`src/design/dcc_pkg.sv`:
```
// ----------------------------------------------------------------------------
// dcc_pkg: shared types and constants for the day count to date converter
// Controller states, command and status bundles, calendar tables and helpers.
// ----------------------------------------------------------------------------
`default_nettype none

package dcc_pkg;

    localparam int DCC_DAY_BITS_DEF = 20;

    localparam int          CYCLE_DAYS   = 146097;  // days in 400 Gregorian years
    localparam logic [12:0] CYCLE_YEARS  = 13'd400;
    localparam logic [12:0] BASE_YEAR    = 13'd2000;
    localparam logic [2:0]  BASE_WEEKDAY = 3'd5;    // 2000-01-01 is a Saturday
    localparam logic [3:0]  LAST_MONTH   = 4'd11;   // December, zero based
    localparam logic [3:0]  FEBRUARY     = 4'd1;
    localparam logic [8:0]  YEAR_IDX_LAST = 9'd399;
    localparam logic [6:0]  CENT_LAST    = 7'd99;

    typedef enum logic [2:0] {
        ST_IDLE,
        ST_CYCLE,
        ST_YEAR,
        ST_MONTH,
        ST_DONE
    } t_state;

    typedef struct packed {
        logic load;
        logic cyc_step;
        logic year_step;
        logic month_step;
        logic finish;
    } t_cmd;

    typedef struct packed {
        logic cyc_ge;
        logic year_ge;
        logic month_ge;
    } t_status;

    // Days in a zero-based month.
    function automatic logic [4:0] month_len(input logic [3:0] m, input logic leap);
        logic [4:0] len;
        begin
            unique case (m)
                4'd0, 4'd2, 4'd4, 4'd6, 4'd7, 4'd9, 4'd11: len = 5'd31;
                4'd3, 4'd5, 4'd8, 4'd10:                   len = 5'd30;
                FEBRUARY:                                  len = leap ? 5'd29 : 5'd28;
                default:                                   len = 5'd31;
            endcase
            return len;
        end
    endfunction

    // Remainder by seven of a value below 32.
    function automatic logic [2:0] mod7(input logic [4:0] v);
        logic [4:0] r;
        begin
            r = v;
            for (int k = 0; k < 4; k++) begin
                if (r >= 5'd7) begin
                    r = r - 5'd7;
                end
            end
            return r[2:0];
        end
    endfunction

    // Weekday plus an offset of 0..6, wrapped into 0..6.
    function automatic logic [2:0] wd_add(input logic [2:0] a, input logic [2:0] b);
        logic [3:0] s;
        begin
            s = {1'b0, a} + {1'b0, b};
            if (s >= 4'd7) begin
                s = s - 4'd7;
            end
            return s[2:0];
        end
    endfunction

endpackage

`default_nettype wire

```
`src/design/dcc_ctrl.sv`:
```
// ----------------------------------------------------------------------------
// dcc_ctrl: sequencer of the date conversion
// Steps the datapath through 400-year cycles, single years and months.
// ----------------------------------------------------------------------------
`default_nettype none

module dcc_ctrl
    import dcc_pkg::*;
(
    input  wire logic    i_clk,
    input  wire logic    i_rst_n,
    input  wire logic    i_valid,
    output logic         o_stall,
    output logic         o_valid,
    input  wire logic    i_stall,
    input  wire t_status i_status,
    output t_cmd         o_cmd
);

    t_state r_state;
    t_state n_state;

    always_ff @(posedge i_clk) begin
        if (!i_rst_n) begin
            r_state <= ST_IDLE;
        end else begin
            r_state <= n_state;
        end
    end

    always_comb begin
        n_state = r_state;
        o_cmd   = '0;
        o_stall = 1'b1;
        o_valid = 1'b0;
        unique case (r_state)
            ST_IDLE: begin
                o_stall = 1'b0;
                if (i_valid) begin
                    o_cmd.load = 1'b1;
                    n_state    = ST_CYCLE;
                end
            end
            ST_CYCLE: begin
                if (i_status.cyc_ge) begin
                    o_cmd.cyc_step = 1'b1;
                end else begin
                    n_state = ST_YEAR;
                end
            end
            ST_YEAR: begin
                if (i_status.year_ge) begin
                    o_cmd.year_step = 1'b1;
                end else begin
                    n_state = ST_MONTH;
                end
            end
            ST_MONTH: begin
                if (i_status.month_ge) begin
                    o_cmd.month_step = 1'b1;
                end else begin
                    o_cmd.finish = 1'b1;
                    n_state      = ST_DONE;
                end
            end
            ST_DONE: begin
                o_valid = 1'b1;
                // hold the result until the transfer
                if (!i_stall) begin
                    n_state = ST_IDLE;
                end
            end
            default: begin
                n_state = ST_IDLE;
            end
        endcase
    end

endmodule

`default_nettype wire

```
`src/design/dcc_datapath.sv`:
```
// ----------------------------------------------------------------------------
// dcc_datapath: day count, year, month and weekday registers
// Subtracts one period per command and keeps the leap phase in counters.
// ----------------------------------------------------------------------------
`default_nettype none

module dcc_datapath
    import dcc_pkg::*;
#(
    parameter int DAY_BITS = DCC_DAY_BITS_DEF
) (
    input  wire logic                i_clk,
    input  wire logic [DAY_BITS-1:0] i_day_offset,
    input  wire t_cmd                i_cmd,
    output t_status                  o_status,
    output logic [12:0]              o_year,
    output logic [3:0]               o_month,
    output logic [4:0]               o_day_of_month,
    output logic [2:0]               o_weekday
);

    localparam logic [DAY_BITS-1:0] CYC_SUB = DAY_BITS'(CYCLE_DAYS);

    logic [DAY_BITS-1:0] r_days;
    logic [12:0]         r_year;
    logic [8:0]          r_yidx;   // year within the 400-year cycle
    logic [6:0]          r_cent;   // year within the century
    logic [3:0]          r_month;  // zero based
    logic [2:0]          r_wd;

    logic        leap;
    logic [8:0]  year_len;
    logic [4:0]  mlen;
    logic [31:0] days_ext;

    assign days_ext = 32'(r_days);
    assign leap     = ((r_yidx[1:0] == 2'd0) && (r_cent != 7'd0)) || (r_yidx == 9'd0);
    assign year_len = leap ? 9'd366 : 9'd365;
    assign mlen     = month_len(r_month, leap);

    assign o_status.cyc_ge   = days_ext >= 32'(CYCLE_DAYS);
    assign o_status.year_ge  = days_ext >= 32'(year_len);
    assign o_status.month_ge = (r_month < LAST_MONTH) && (days_ext >= 32'(mlen));

    always_ff @(posedge i_clk) begin
        if (i_cmd.load) begin
            r_days  <= i_day_offset;
            r_year  <= BASE_YEAR;
            r_yidx  <= '0;
            r_cent  <= '0;
            r_month <= '0;
            r_wd    <= BASE_WEEKDAY;
        end
        // a full cycle is a whole number of weeks: weekday stays
        if (i_cmd.cyc_step) begin
            r_days <= r_days - CYC_SUB;
            r_year <= r_year + CYCLE_YEARS;
        end
        if (i_cmd.year_step) begin
            r_days <= r_days - DAY_BITS'(year_len);
            r_year <= r_year + 13'd1;
            r_yidx <= (r_yidx == YEAR_IDX_LAST) ? 9'd0 : r_yidx + 9'd1;
            r_cent <= (r_cent == CENT_LAST) ? 7'd0 : r_cent + 7'd1;
            r_wd   <= wd_add(r_wd, leap ? 3'd2 : 3'd1);
        end
        if (i_cmd.month_step) begin
            r_days  <= r_days - DAY_BITS'(mlen);
            r_month <= r_month + 4'd1;
            r_wd    <= wd_add(r_wd, mod7(mlen));
        end
        if (i_cmd.finish) begin
            o_year         <= r_year;
            o_month        <= r_month + 4'd1;
            o_day_of_month <= r_days[4:0] + 5'd1;
            o_weekday      <= wd_add(r_wd, mod7(r_days[4:0]));
        end
    end

endmodule

`default_nettype wire

```
`src/design/day_count_to_calendar_date.sv`:
```
// Sequence: after the input transfer the sequencer steps C whole 400-year periods
//   (at most 114 at 24 day bits), Y leftover years (at most 399) and M months
//   (at most 11), then registers the result and raises o_valid.
// Throughput: one item at a time; the sequencer steps 400-year periods, then years,
//   then months; next input taken after the result transfer.
// Reset: synchronous, active low; returns the sequencer to idle, no result pending.
// ----------------------------------------------------------------------------
// day_count_to_calendar_date: Gregorian date and weekday from a day count
// Converts days since 2000-01-01 into year, month, day of month and weekday.
// ----------------------------------------------------------------------------
`default_nettype none

module day_count_to_calendar_date
    import dcc_pkg::*;
#(
    parameter int DAY_BITS = DCC_DAY_BITS_DEF
) (
    input  wire logic                i_clk,
    input  wire logic                i_rst_n,
    input  wire logic                i_valid,
    output logic                     o_stall,
    input  wire logic [DAY_BITS-1:0] i_day_offset,
    output logic                     o_valid,
    input  wire logic                i_stall,
    output logic [12:0]              o_year,
    output logic [3:0]               o_month,
    output logic [4:0]               o_day_of_month,
    output logic [2:0]               o_weekday
);

    t_cmd    cmd;
    t_status status;

    dcc_ctrl u_ctrl (
        .i_clk    (i_clk),
        .i_rst_n  (i_rst_n),
        .i_valid  (i_valid),
        .o_stall  (o_stall),
        .o_valid  (o_valid),
        .i_stall  (i_stall),
        .i_status (status),
        .o_cmd    (cmd)
    );

    dcc_datapath #(
        .DAY_BITS (DAY_BITS)
    ) u_datapath (
        .i_clk          (i_clk),
        .i_day_offset   (i_day_offset),
        .i_cmd          (cmd),
        .o_status       (status),
        .o_year         (o_year),
        .o_month        (o_month),
        .o_day_of_month (o_day_of_month),
        .o_weekday      (o_weekday)
    );

endmodule

`default_nettype wire

```
`config.mk`:
```
export PLATFORM = sky130hd
export DESIGN_NAME = day_count_to_calendar_date
export DESIGN_NICKNAME = d
export VERILOG_FILES = /design/src/design/dcc_pkg.sv /design/src/design/dcc_ctrl.sv /design/src/design/dcc_datapath.sv /design/src/design/day_count_to_calendar_date.sv
export SDC_FILE = /design/constraint.sdc
export NUM_CORES = 1
export LEC_CHECK = 0
export CAP_MARGIN = 30
export CORE_ASPECT_RATIO = 0.7
export CORE_MARGIN = 1.5
export CORE_UTILIZATION = 50
export DETAILED_ROUTE_END_ITERATION = 16
export DONT_BUFFER_PORTS = 1
export GPL_TIMING_DRIVEN = 0
export MAX_ROUTING_LAYER = met4
export PLACE_DENSITY = 0.64
export SLEW_MARGIN = 40
export SYNTH_ARGS = -nofsm -noshare
export SYNTH_HDL_FRONTEND = slang
export SYNTH_SLANG_ARGS = --single-unit
```
`constraint.sdc`:
```
create_clock -name i_clk -period 5.6 [get_ports i_clk]
set_input_delay 0.56 -clock i_clk [delete_from_list [all_inputs] [get_ports i_clk]]
set_output_delay 0.56 -clock i_clk [all_outputs]
set_load 0.02 [all_outputs]
```
==> results of run 1 <==
==> final timing paths <==
kind / endpoint / depth (start not counted)
min: u_ctrl.r_state[1] / 1
min reg2reg: u_datapath.o_year[8] / 0
max reg2reg: u_datapath.o_weekday[1] / 24
max: u_datapath.o_weekday[1] / 24
==> cells in the final DEF, fill, tap and decap left out, drive strengths merged, types with 6 or more instances in the layout <==
cell    count
nand4       7
nand2b      8
xor2       18
o221ai      7
a221o       6
nor3       18
a21oi      41
edfxtp     81
ha         31
a31oi       6
a21o       11
and3        8
o21ai      34
mux2i       6
nor4        9
inv        39
nand2      63
clkbuf     18
o21a        6
nand3      27
a221oi     13
a22oi       9
nor2b       6
xnor2      26
buf        60
o22ai      15
and2        9
a211oi      9
nor2       66
==> per-layer routing <==
| layer | vias to the layer above | share of wire (%) | track usage (%) |
|---|---|---|---|
| li1 | 2700 | - | - |
| met1 | 2774 | 47 | 40.18 |
| met2 | 275 | 42 | 38.31 |
| met3 | 41 | 9.3 | 7.078 |
| met4 | 0 | 2.0 | 7.532 |
| met5 | - | 0 | - |
==> timing repair <==
item / CTS / global route
buffers inserted: 12 / 13
pin swaps: 10 / 13
resized for setup: 26 / 18
setup endpoints to repair: 3 / 3
==> through the flow <==
step | hold WS, ns | instances | utilization (%)
2_1_floorplan | 0.4244 | 700 | -
3_3_place_gp | 0.4325 | 862 | 54.05
3_5_place_dp | 0.4414 | 863 | 54.29
4_1_cts | 0.3357 | 891 | 58.47
5_1_grt | 0.3396 | 903 | 59.76
6_report | 0.3439 | 903 | 59.76
==> cells by family (layout without fill, tap and decap cells) <==
kind of cell / Yosys count / after routing
compound gates: 202 / 202
xor+xnor: 44 / 44
fa+ha+maj: 36 / 36
buf+inv: 79 / 120
flops: 84 / 84
mux: 9 / 9
other cells: 1 / 1
simple gates: 245 / 245
==> area by class of cell <==
type | count | area, um^2 | area share, %
Inverter | 35 | 133.9 | 1.767
Buffer | 43 | 292.8 | 3.865
Sequential cell | 84 | 2492 | 32.90
Clock buffer | 9 | 225.2 | 2.973
Timing Repair Buffer | 26 | 202.7 | 2.675
Tap cell | 162 | 202.7 | 2.675
Clock inverter | 7 | 105.1 | 1.387
Multi-Input combinational cell | 537 | 3921 | 51.76
==> flip-flops by register name, summed over array words and instances, names as in the netlist <==
register	cells
u_datapath.r_cent	7
u_datapath.o_day_of_month	5
u_datapath.r_month	4
u_datapath.r_days	20
u_datapath.r_year	13
u_ctrl.r_state	3
u_datapath.r_yidx	9
u_datapath.o_year	13
u_datapath.r_wd	3
u_datapath.o_month	4
u_datapath.o_weekday	3
==> critical path, delay by kind of cell, from the launching register on <==
kind	cells	cell delay, ns
flops	1	0.51
compound gates	10	2.01
simple gates	1	0.21
mux	2	0.56
fa+ha+maj	7	1.69
buf+inv	4	0.26
==> impl_metrics.py, run 1 <==
metrics = {
    "die": {
        "dieArea_mm2": 0.01397,
        "die_h_um": 99.34,
        "die_x_um": 140.6,
        "io_pins": 51,
        "core.rowCount": 34,
        "start_util_pct": 52.29,
        "core_area_mm2": 0.01268,
    },
    "grt": {
        "antenna_found_initial": 0,
        "grt_max_degree": 21,
        "grt_overflow": 0,
        "grt_pass1_wl_um": 29230,
        "grt_pass1_vias": 5377,
        "grt_usage_pct": 27.76,
    },
    "timing": {
        "relSlewSlack_pct": 43.75,
        "final-setup-viol-count": 0,
        "worst_slew_pin_slew_ns": 0.8419,
        "layout_min_cycle_time_ns": 5.486,
        "fmax_ghz": 0.1823,
        "finalHoldViolCount": 0,
        "tns_ns": 0,
        "finClkSkew_ns": 0.01439,
        "final-max-slew-violation-count": 0,
        "finalCritPeriodShare_pct": 97.97,
        "timing.final.ws_setup_ns": 0.1140,
    },
    "yosys": {
        "synth_cell_types": 89,
        "syn-mean-instance-area_um2": 9.470,
        "synth_edf_count": 81,
        "yosys_warnings": 0,
        "synth_nets": 760,
        "yosys-mux-area-fraction_pct": 1.416,
        "synth_area_mm2": 0.006629,
        "synth-compound-area-share_pct": 22.10,
        "synth_common_cells": "81 x edfxtp_1, 65 x nor2_1, 63 x nand2_1",
        "synth-adder-area-share_pct": 7.361,
        "yosys.area_share.simple_pct": 19.42,
        "netlist.top_cell.by_area": "edfxtp_1",
        "synth_seq_cells": 84,
        "netlist_top_cells_area": "edfxtp_1 37%, ha_1 5.9%, nor2_1 3.7%",
        "syn_inst": 700,
        "synth_xor_area_share_pct": 5.927,
        "async_flop_share_pct": 0,
        "ys.flop_type": "edfxtp_1",
        "synth_top_cell_area_share_pct": 36.69,
        "yosysMostFrequentCell": "edfxtp_1",
        "ys_seq_area_share_pct": 37.60,
        "synth_top_family_by_area": "compound AO/OA/AOI/OAI gates",
    },
    "worst_setup_path": {
        "crit_chain": "ha_4, a211oi_4, a21oi_2, a21oi_2, ha_2, buf_8, inv_4, o32ai_4, nand2b_4, mux2i_4, inv_2, ha_4, a2111oi_4, o21a_1, a21o_1, ha_4, inv_1, o21a_1, o22ai_2, ha_2, fa_2, ha_4, a21oi_4, mux2_4",
        "cp_common_cell": "ha_4",
        "startpoint_type": "flop",
        "rr_startpoint": "u_datapath.r_days[1]",
        "crit_slowest_cell": "edfxtp_1",
        "worstPathRequired_ns": 5.71,
        "r2r_setup_slack_ns": 0.11,
        "path_max_fanout": 6,
        "cp_slowest_stage_delay_ns": 0.51,
        "endpoint_kind": "flop",
        "critical_path_class": "reg2reg",
        "arrival_ns": 5.60,
        "critPathLaunch": "u_datapath.r_days[1]",
    },
    "cells_and_area": {
        "nNetsFinal": 796,
        "antenna_cells": 0,
        "drive_above_1_share_pct": 18.76,
        "fillers": 1081,
        "syn_to_final_growth_pct": 14.29,
        "fin_area_mm2": 0.007576,
    },
    "place": {
        "dpl-instance-area_mm2": 0.006883,
        "io_buffers": 0,
        "pre_cts_ws_ns": -0.5599,
        "place_congestion": 0.9661,
        "hpwlAfterDp_um": 12960,
    },
    "clocking": {
        "hold_buffers": 0,
        "cts.sinks": 84,
        "htree_levels": 3,
        "cts.clk_slew.worst_paths_ns": 0.08,
        "cts_root_buf": "clkbuf_16",
        "cts_buffers": 9,
        "cts_tree": "yes",
        "insertion_delay_ns": 0.35,
        "ctsLongestPathBuffers": 2,
    },
    "drt": {
        "viasPerCell": 6.412,
        "drt_first_iter_violations": 604,
        "drc_errors": 0,
        "antenna_left": 0,
        "wl_per_cell_um": 20.62,
        "firstDrtPassIters": 6,
        "wirelength_um": 18620,
        "routed-via-count": 5790,
    },
    "status": {
        "outcome": "finished clean",
    },
    "worst_hold_path": {
        "worstHoldStart": "i_rst_n",
        "hold_class": "in2reg",
    },
    "job": {
        "cap_violations": 0,
    },
}
Power of run 1 is left out: the tool's default activity adds up to more than one toggle a clock period on the data nets, which glitch-free logic cannot reach.
==> run 2, diff against run 1 <==
--- a/config.mk
+++ b/config.mk
@@ -5,6 +5,7 @@
 export SDC_FILE = /design/constraint.sdc
 export NUM_CORES = 1
 export LEC_CHECK = 0
+export ABC_AREA = 1
 export CAP_MARGIN = 30
 export CORE_ASPECT_RATIO = 0.7
 export CORE_MARGIN = 1.5
==> run 2 against run 1 <==
Clock skew decreased by 0.0066 ns. Area after synthesis decreased by 0.17%. Synthesized cell count increased by 17%. Critical path type unchanged. Register-to-register slack improved by 0.27 ns. Die area decreased by 0.16%. First-iteration DRC count decreased by 30%. Hold slack improved by 0.0036 ns.
==> impl_metrics.py, run 2 <==
metrics = {
    "status": {
        "outcome": "finished clean",
    },
    "grt": {
        "antenna_found_initial": 0,
        "grt_pass1_wl_um": 26760,
        "grt_pass1_vias": 5373,
        "grt_max_degree": 26,
        "grt_overflow": 0,
        "grt_usage_pct": 25.19,
    },
    "die": {
        "die_x_um": 140.5,
        "dieArea_mm2": 0.01395,
        "core.rowCount": 34,
        "io_pins": 51,
        "start_util_pct": 52.20,
        "core_area_mm2": 0.01268,
        "die_h_um": 99.26,
    },
    "job": {
        "cap_violations": 0,
    },
    "cells_and_area": {
        "nNetsFinal": 894,
        "fin_cells": 1001,
        "fillers": 1180,
        "regMostFlops": "u_datapath.r_days",
        "syn_to_final_growth_pct": 8.924,
        "reg_top3": "u_datapath.r_days: 20 flops, u_datapath.o_year: 13 flops, u_datapath.r_year: 13 flops",
        "drive_above_1_share_pct": 12.63,
        "layout_common_cells": "157 x nand2_1, 107 x inv_1, 86 x nor2_1",
        "largest_reg_flops": 20,
        "antenna_cells": 0,
        "final_common_cell": "nand2_1",
    },
    "drt": {
        "viasPerCell": 5.539,
        "drt_first_iter_violations": 423,
        "drc_errors": 0,
        "wirelength_um": 16410,
        "antenna_left": 0,
        "wl_per_cell_um": 16.39,
        "firstDrtPassIters": 5,
        "routed-via-count": 5545,
    },
    "worst_setup_path": {
        "startpoint_type": "flop",
        "rr_startpoint": "u_datapath.r_days[1]",
        "endpoint_kind": "flop",
        "crit_slowest_cell": "edfxtp_1",
        "r2r_end": "u_datapath.o_weekday[1]",
        "critical_path_class": "reg2reg",
        "r2r_setup_slack_ns": 0.39,
        "reg2reg_depth": 32,
        "path_max_fanout": 7,
        "worstPathRequired_ns": 5.70,
        "arrival_ns": 5.31,
        "cp_common_cell": "nand2_1",
        "cp_slowest_stage_delay_ns": 0.54,
    },
    "clocking": {
        "htree_levels": 3,
        "cts.sinks": 84,
        "ctsLongestPathBuffers": 2,
        "cts_buffers": 9,
        "insertion_delay_ns": 0.35,
        "cts_root_buf": "clkbuf_16",
        "cts.clk_slew.worst_paths_ns": 0.07,
        "cts_tree": "yes",
    },
    "place": {
        "pre_cts_ws_ns": 0.1431,
        "place_congestion": 0.9870,
        "dpl.cell_count": 978,
        "io_buffers": 0,
        "hpwlAfterDp_um": 12280,
    },
    "yosys": {
        "netlist_top_cells_area": "edfxtp_1 37%, nand2_1 9.0%, xor2_1 7.1%",
        "syn_inst": 816,
        "syn-mean-instance-area_um2": 8.110,
        "yosys_warnings": 0,
        "synth_area_mm2": 0.006618,
        "synth_top_cell_area_share_pct": 36.76,
        "synth_edf_count": 81,
        "synth_common_cells": "158 x nand2_1, 108 x inv_1, 86 x nor2_1",
        "synth_nets": 876,
        "yosysMostFrequentCell": "nand2_1",
        "async_flop_share_pct": 0,
        "synth_seq_cells": 84,
        "synth_cell_types": 56,
        "ys.flop_type": "edfxtp_1",
        "ys_seq_area_share_pct": 37.66,
        "netlist.top_cell.by_area": "edfxtp_1",
    },
    "timing": {
        "timing.final.ws_setup_ns": 0.3862,
        "relSlewSlack_pct": 51.18,
        "finalCritPeriodShare_pct": 93.10,
        "tns_ns": 0,
        "worst_slew_pin_slew_ns": 0.7305,
        "rsz0062_at_grt": "no",
        "final-max-slew-violation-count": 0,
        "layout_min_cycle_time_ns": 5.214,
        "fmax_ghz": 0.1918,
        "finalHoldViolCount": 0,
        "final-setup-viol-count": 0,
        "finClkSkew_ns": 0.007746,
        "holdWs_ns": 0.3474,
    },
    "worst_hold_path": {
        "worstHoldStart": "i_rst_n",
        "hold_class": "in2reg",
        "whs_path_depth": 2,
        "min_to": "u_ctrl.r_state[1]",
    },
}
run 2: changes by cell type in the layout (fill, tap and decap cells not counted), moves of 14 or more:
cell	previous run	this run
buf_4	29	11
inv_1	30	107
nand2_1	63	157
nand2_2	0	14
nand3_1	25	47
nor2_1	64	86
xnor2_1	26	6
xor2_1	17	54
run 2: worst max-delay path by stage:
stage | end | startpoint | slack [ns]
finish | u_datapath.o_weekday[1] | u_datapath.r_days[1] | 0.39
detailed placement | u_datapath.o_weekday[1] | u_datapath.r_days[1] | 0.14
CTS | u_datapath.o_weekday[1] | u_datapath.r_days[1] | 0.1
global route | u_datapath.o_weekday[1] | u_datapath.r_days[1] | 0.007
floorplan | u_datapath.o_weekday[1] | u_datapath.r_days[1] | 0.67
global placement | u_datapath.o_weekday[1] | u_datapath.r_days[1] | 0.34
run 2: critical path: cells and delay by family (launching register included):
kind / cells / cell delay [ns]
AO/OA/AOI/OAI: 1 / 0.08
adder cells (fa/ha/maj): 7 / 1.81
buffers and inverters: 4 / 0.30
flip-flops: 1 / 0.54
multiplexers: 1 / 0.33
AND/OR/NAND/NOR: 19 / 1.87
run 2: through the flow:
| step | util [%] | cell area (um^2) |
|---|---|---|
| 2_1_floorplan | - | 6618 |
| 3_3_place_gp | 53.80 | 6820 |
| 3_5_place_dp | 53.84 | 6825 |
| 4_1_cts | 56.21 | 7126 |
| 5_1_grt | 56.86 | 7208 |
| 6_report | 56.86 | 7208 |
run 2: layer usage:
| layer | up-vias | global-route usage, % | share of wire, % |
|---|---|---|---|
| met5 | - | - | 0 |
| met4 | 0 | 7.051 | 1.3 |
| met3 | 21 | 4.670 | 6.6 |
| met2 | 179 | 39.07 | 44 |
| met1 | 2600 | 34.07 | 48 |
| li1 | 2745 | - | - |
run 2: cells by family (layout without fill, tap and decap cells):
kind of cell	after synthesis	after routing	synth area share [%]
xor+xnor	61	61	8.187
mux	2	2	0.3403
compound gates	115	115	10.53
buf+inv	146	169	9.321
flops	84	84	37.66
fa+ha+maj	36	36	7.374
simple gates	371	371	26.53
other cells	1	1	0.05667
run 2: area by class of cell:
cell class | instances | area, um^2 | area share, %
multi-input combinational | 586 | 3543 | 49.16
sequential | 84 | 2492 | 34.58
inverter | 124 | 480.5 | 6.666
clock buffer | 10 | 229.0 | 3.177
tap | 162 | 202.7 | 2.812
buffer | 22 | 136.4 | 1.892
clock inverter | 6 | 71.32 | 0.9894
timing repair buffer | 7 | 52.55 | 0.7290
run 2: what timing repair did:
action / CTS / global route
hold buffers: 0 / 0
setup endpoints to repair: 0 / 3
buffers inserted: 0 / 7
gates resized for setup: 0 / 6
Power of run 2 is left out for the same reason.
==> run 3, diff against run 2 <==
--- a/config.mk
+++ b/config.mk
@@ -15,6 +15,8 @@
 export GPL_TIMING_DRIVEN = 0
 export MAX_ROUTING_LAYER = met4
 export PLACE_DENSITY = 0.64
+export RECOVER_POWER = 25
+export SETUP_SLACK_MARGIN = 0.2
 export SLEW_MARGIN = 40
 export SYNTH_ARGS = -nofsm -noshare
 export SYNTH_HDL_FRONTEND = slang
==> run 3 against run 2 <==
Register-to-register slack improved by 0.04 ns. Utilization about the same. Final area about the same. Die area unchanged. Global-route usage increased by 0.15 points. Flip-flop and latch count unchanged. Fmax increased by 0.71%. Sequential share of layout area about the same.
==> impl_metrics.py, run 3 (same netlist as run 2, synthesis figures left out) <==
metrics = {
    "drt": {
        "viasPerCell": 5.571,
        "wl_per_cell_um": 16.57,
        "routed-via-count": 5571,
        "drc_errors": 0,
        "wirelength_um": 16570,
        "drt_first_iter_violations": 423,
        "firstDrtPassIters": 5,
        "antenna_left": 0,
    },
    "die": {
        "dieArea_mm2": 0.01395,
        "die_x_um": 140.5,
        "core.rowCount": 34,
        "io_pins": 51,
        "core_area_mm2": 0.01268,
        "die_h_um": 99.26,
        "start_util_pct": 52.20,
    },
    "timing": {
        "fmax_ghz": 0.1932,
        "layout_min_cycle_time_ns": 5.177,
        "rsz0062_at_grt": "no",
        "final-setup-viol-count": 0,
        "tns_ns": 0,
        "worst_slew_pin_slew_ns": 0.7309,
        "finClkSkew_ns": 0.01187,
        "final-max-slew-violation-count": 0,
        "relSlewSlack_pct": 51.16,
        "finalCritPeriodShare_pct": 92.45,
        "finalHoldViolCount": 0,
    },
    "grt": {
        "grt_max_degree": 26,
        "grt_overflow": 0,
        "grt_pass1_wl_um": 26900,
        "grt_pass1_vias": 5383,
        "grt_usage_pct": 25.34,
        "antenna_found_initial": 0,
    },
    "worst_setup_path": {
        "path_max_fanout": 6,
        "critical_path_class": "reg2reg",
        "endpoint_kind": "flop",
        "startpoint_type": "flop",
        "worstPathRequired_ns": 5.70,
        "cp_slowest_stage_delay_ns": 0.53,
        "arrival_ns": 5.28,
        "cp_common_cell": "nand2_1",
        "crit_slowest_cell": "fa_1",
    },
    "clocking": {
        "cts_root_buf": "clkbuf_16",
        "cts.clk_slew.worst_paths_ns": 0.07,
        "cts_buffers": 9,
        "cts_tree": "yes",
        "hold_buffers": 0,
        "ctsLongestPathBuffers": 2,
        "insertion_delay_ns": 0.35,
        "htree_levels": 3,
        "cts.sinks": 84,
    },
    "place": {
        "hpwlAfterDp_um": 12280,
        "io_buffers": 0,
        "place_congestion": 0.9870,
    },
    "cells_and_area": {
        "regMostFlops": "u_datapath.r_days",
        "syn_to_final_growth_pct": 9.000,
        "reg_top3": "u_datapath.r_days: 20 flops, u_datapath.o_year: 13 flops, u_datapath.r_year: 13 flops",
        "drive_above_1_share_pct": 12.29,
        "largest_reg_flops": 20,
        "final_common_cell": "nand2_1",
        "antenna_cells": 0,
        "fillers": 1177,
        "nNetsFinal": 893,
        "layout_common_cells": "157 x nand2_1, 108 x inv_1, 87 x nor2_1",
    },
    "job": {
        "cap_violations": 0,
    },
    "status": {
        "outcome": "finished clean",
    },
    "worst_hold_path": {
        "hold_class": "in2reg",
    },
}
[run 3: per-stage QoR]
stage	utilization (%)	worst slack (ns)	hold WS, ns	cell area, um^2	cells
2_1_floorplan	-	0.6670	0.4264	6618	816
4_1_cts	56.33	0.2149	0.3355	7141	996
5_1_grt	56.90	0.09731	0.3556	7213	1000
3_5_place_dp	53.84	0.1431	0.4415	6825	978
3_3_place_gp	53.80	0.3352	0.4342	6820	978
6_report	56.90	0.4229	0.3449	7213	1000
[run 3: layout make-up]
cell class / instances / area [um^2] / share of cell area, %
plain buffers: 22 / 136.4 / 1.891
clock buffers: 10 / 229.0 / 3.174
clock inverters: 6 / 71.32 / 0.9887
inverters: 124 / 483.0 / 6.696
multi-input cells: 586 / 3553 / 49.26
flip-flops and latches: 84 / 2492 / 34.55
well taps: 162 / 202.7 / 2.810
repair buffers: 6 / 45.04 / 0.6245
[run 3: worst max-delay path, delay by kind of cell (launching register included)]
kind                       cells  cell delay (ns)
muxes                          1             0.33
and+or+nand+nor               17             1.89
AOI/OAI and AO/OA              2             0.17
adders and majority gates      6             1.58
buffers and inverters          5             0.53
DFF                            1             0.41
[run 3: path summary, 6_finish.rpt]
kind                                            from                      end  slack, ns  cells after the start
worst max-delay path            u_datapath.r_days[0]  u_datapath.o_weekday[1]       0.42                     31
worst min-delay path                         i_rst_n        u_ctrl.r_state[0]       0.34                      2
worst max register to register  u_datapath.r_days[0]  u_datapath.o_weekday[1]       0.42                     31
worst min register to register  u_datapath.r_year[3]     u_datapath.o_year[3]       0.46                      0
[run 3: per-layer routing]
| metal | vias up | wire [um] | GRT usage [%] | share of wire [%] |
|---|---|---|---|---|
| li1 | 2747 | - | - | - |
| met1 | 2630 | 8016 | 34.23 | 48 |
| met2 | 177 | 7363 | 39.53 | 44 |
| met3 | 17 | 1000 | 4.622 | 6.0 |
| met4 | 0 | 193 | 6.891 | 1.2 |
| met5 | - | 0 | - | 0 |
[run 3: what timing repair did]
item / CTS / global route
setup buffers: 2 / 4
resized for setup: 0 / 13
setup endpoints to repair: 1 / 3
pin swaps: 0 / 1
Power of run 3 is left out for the same reason.
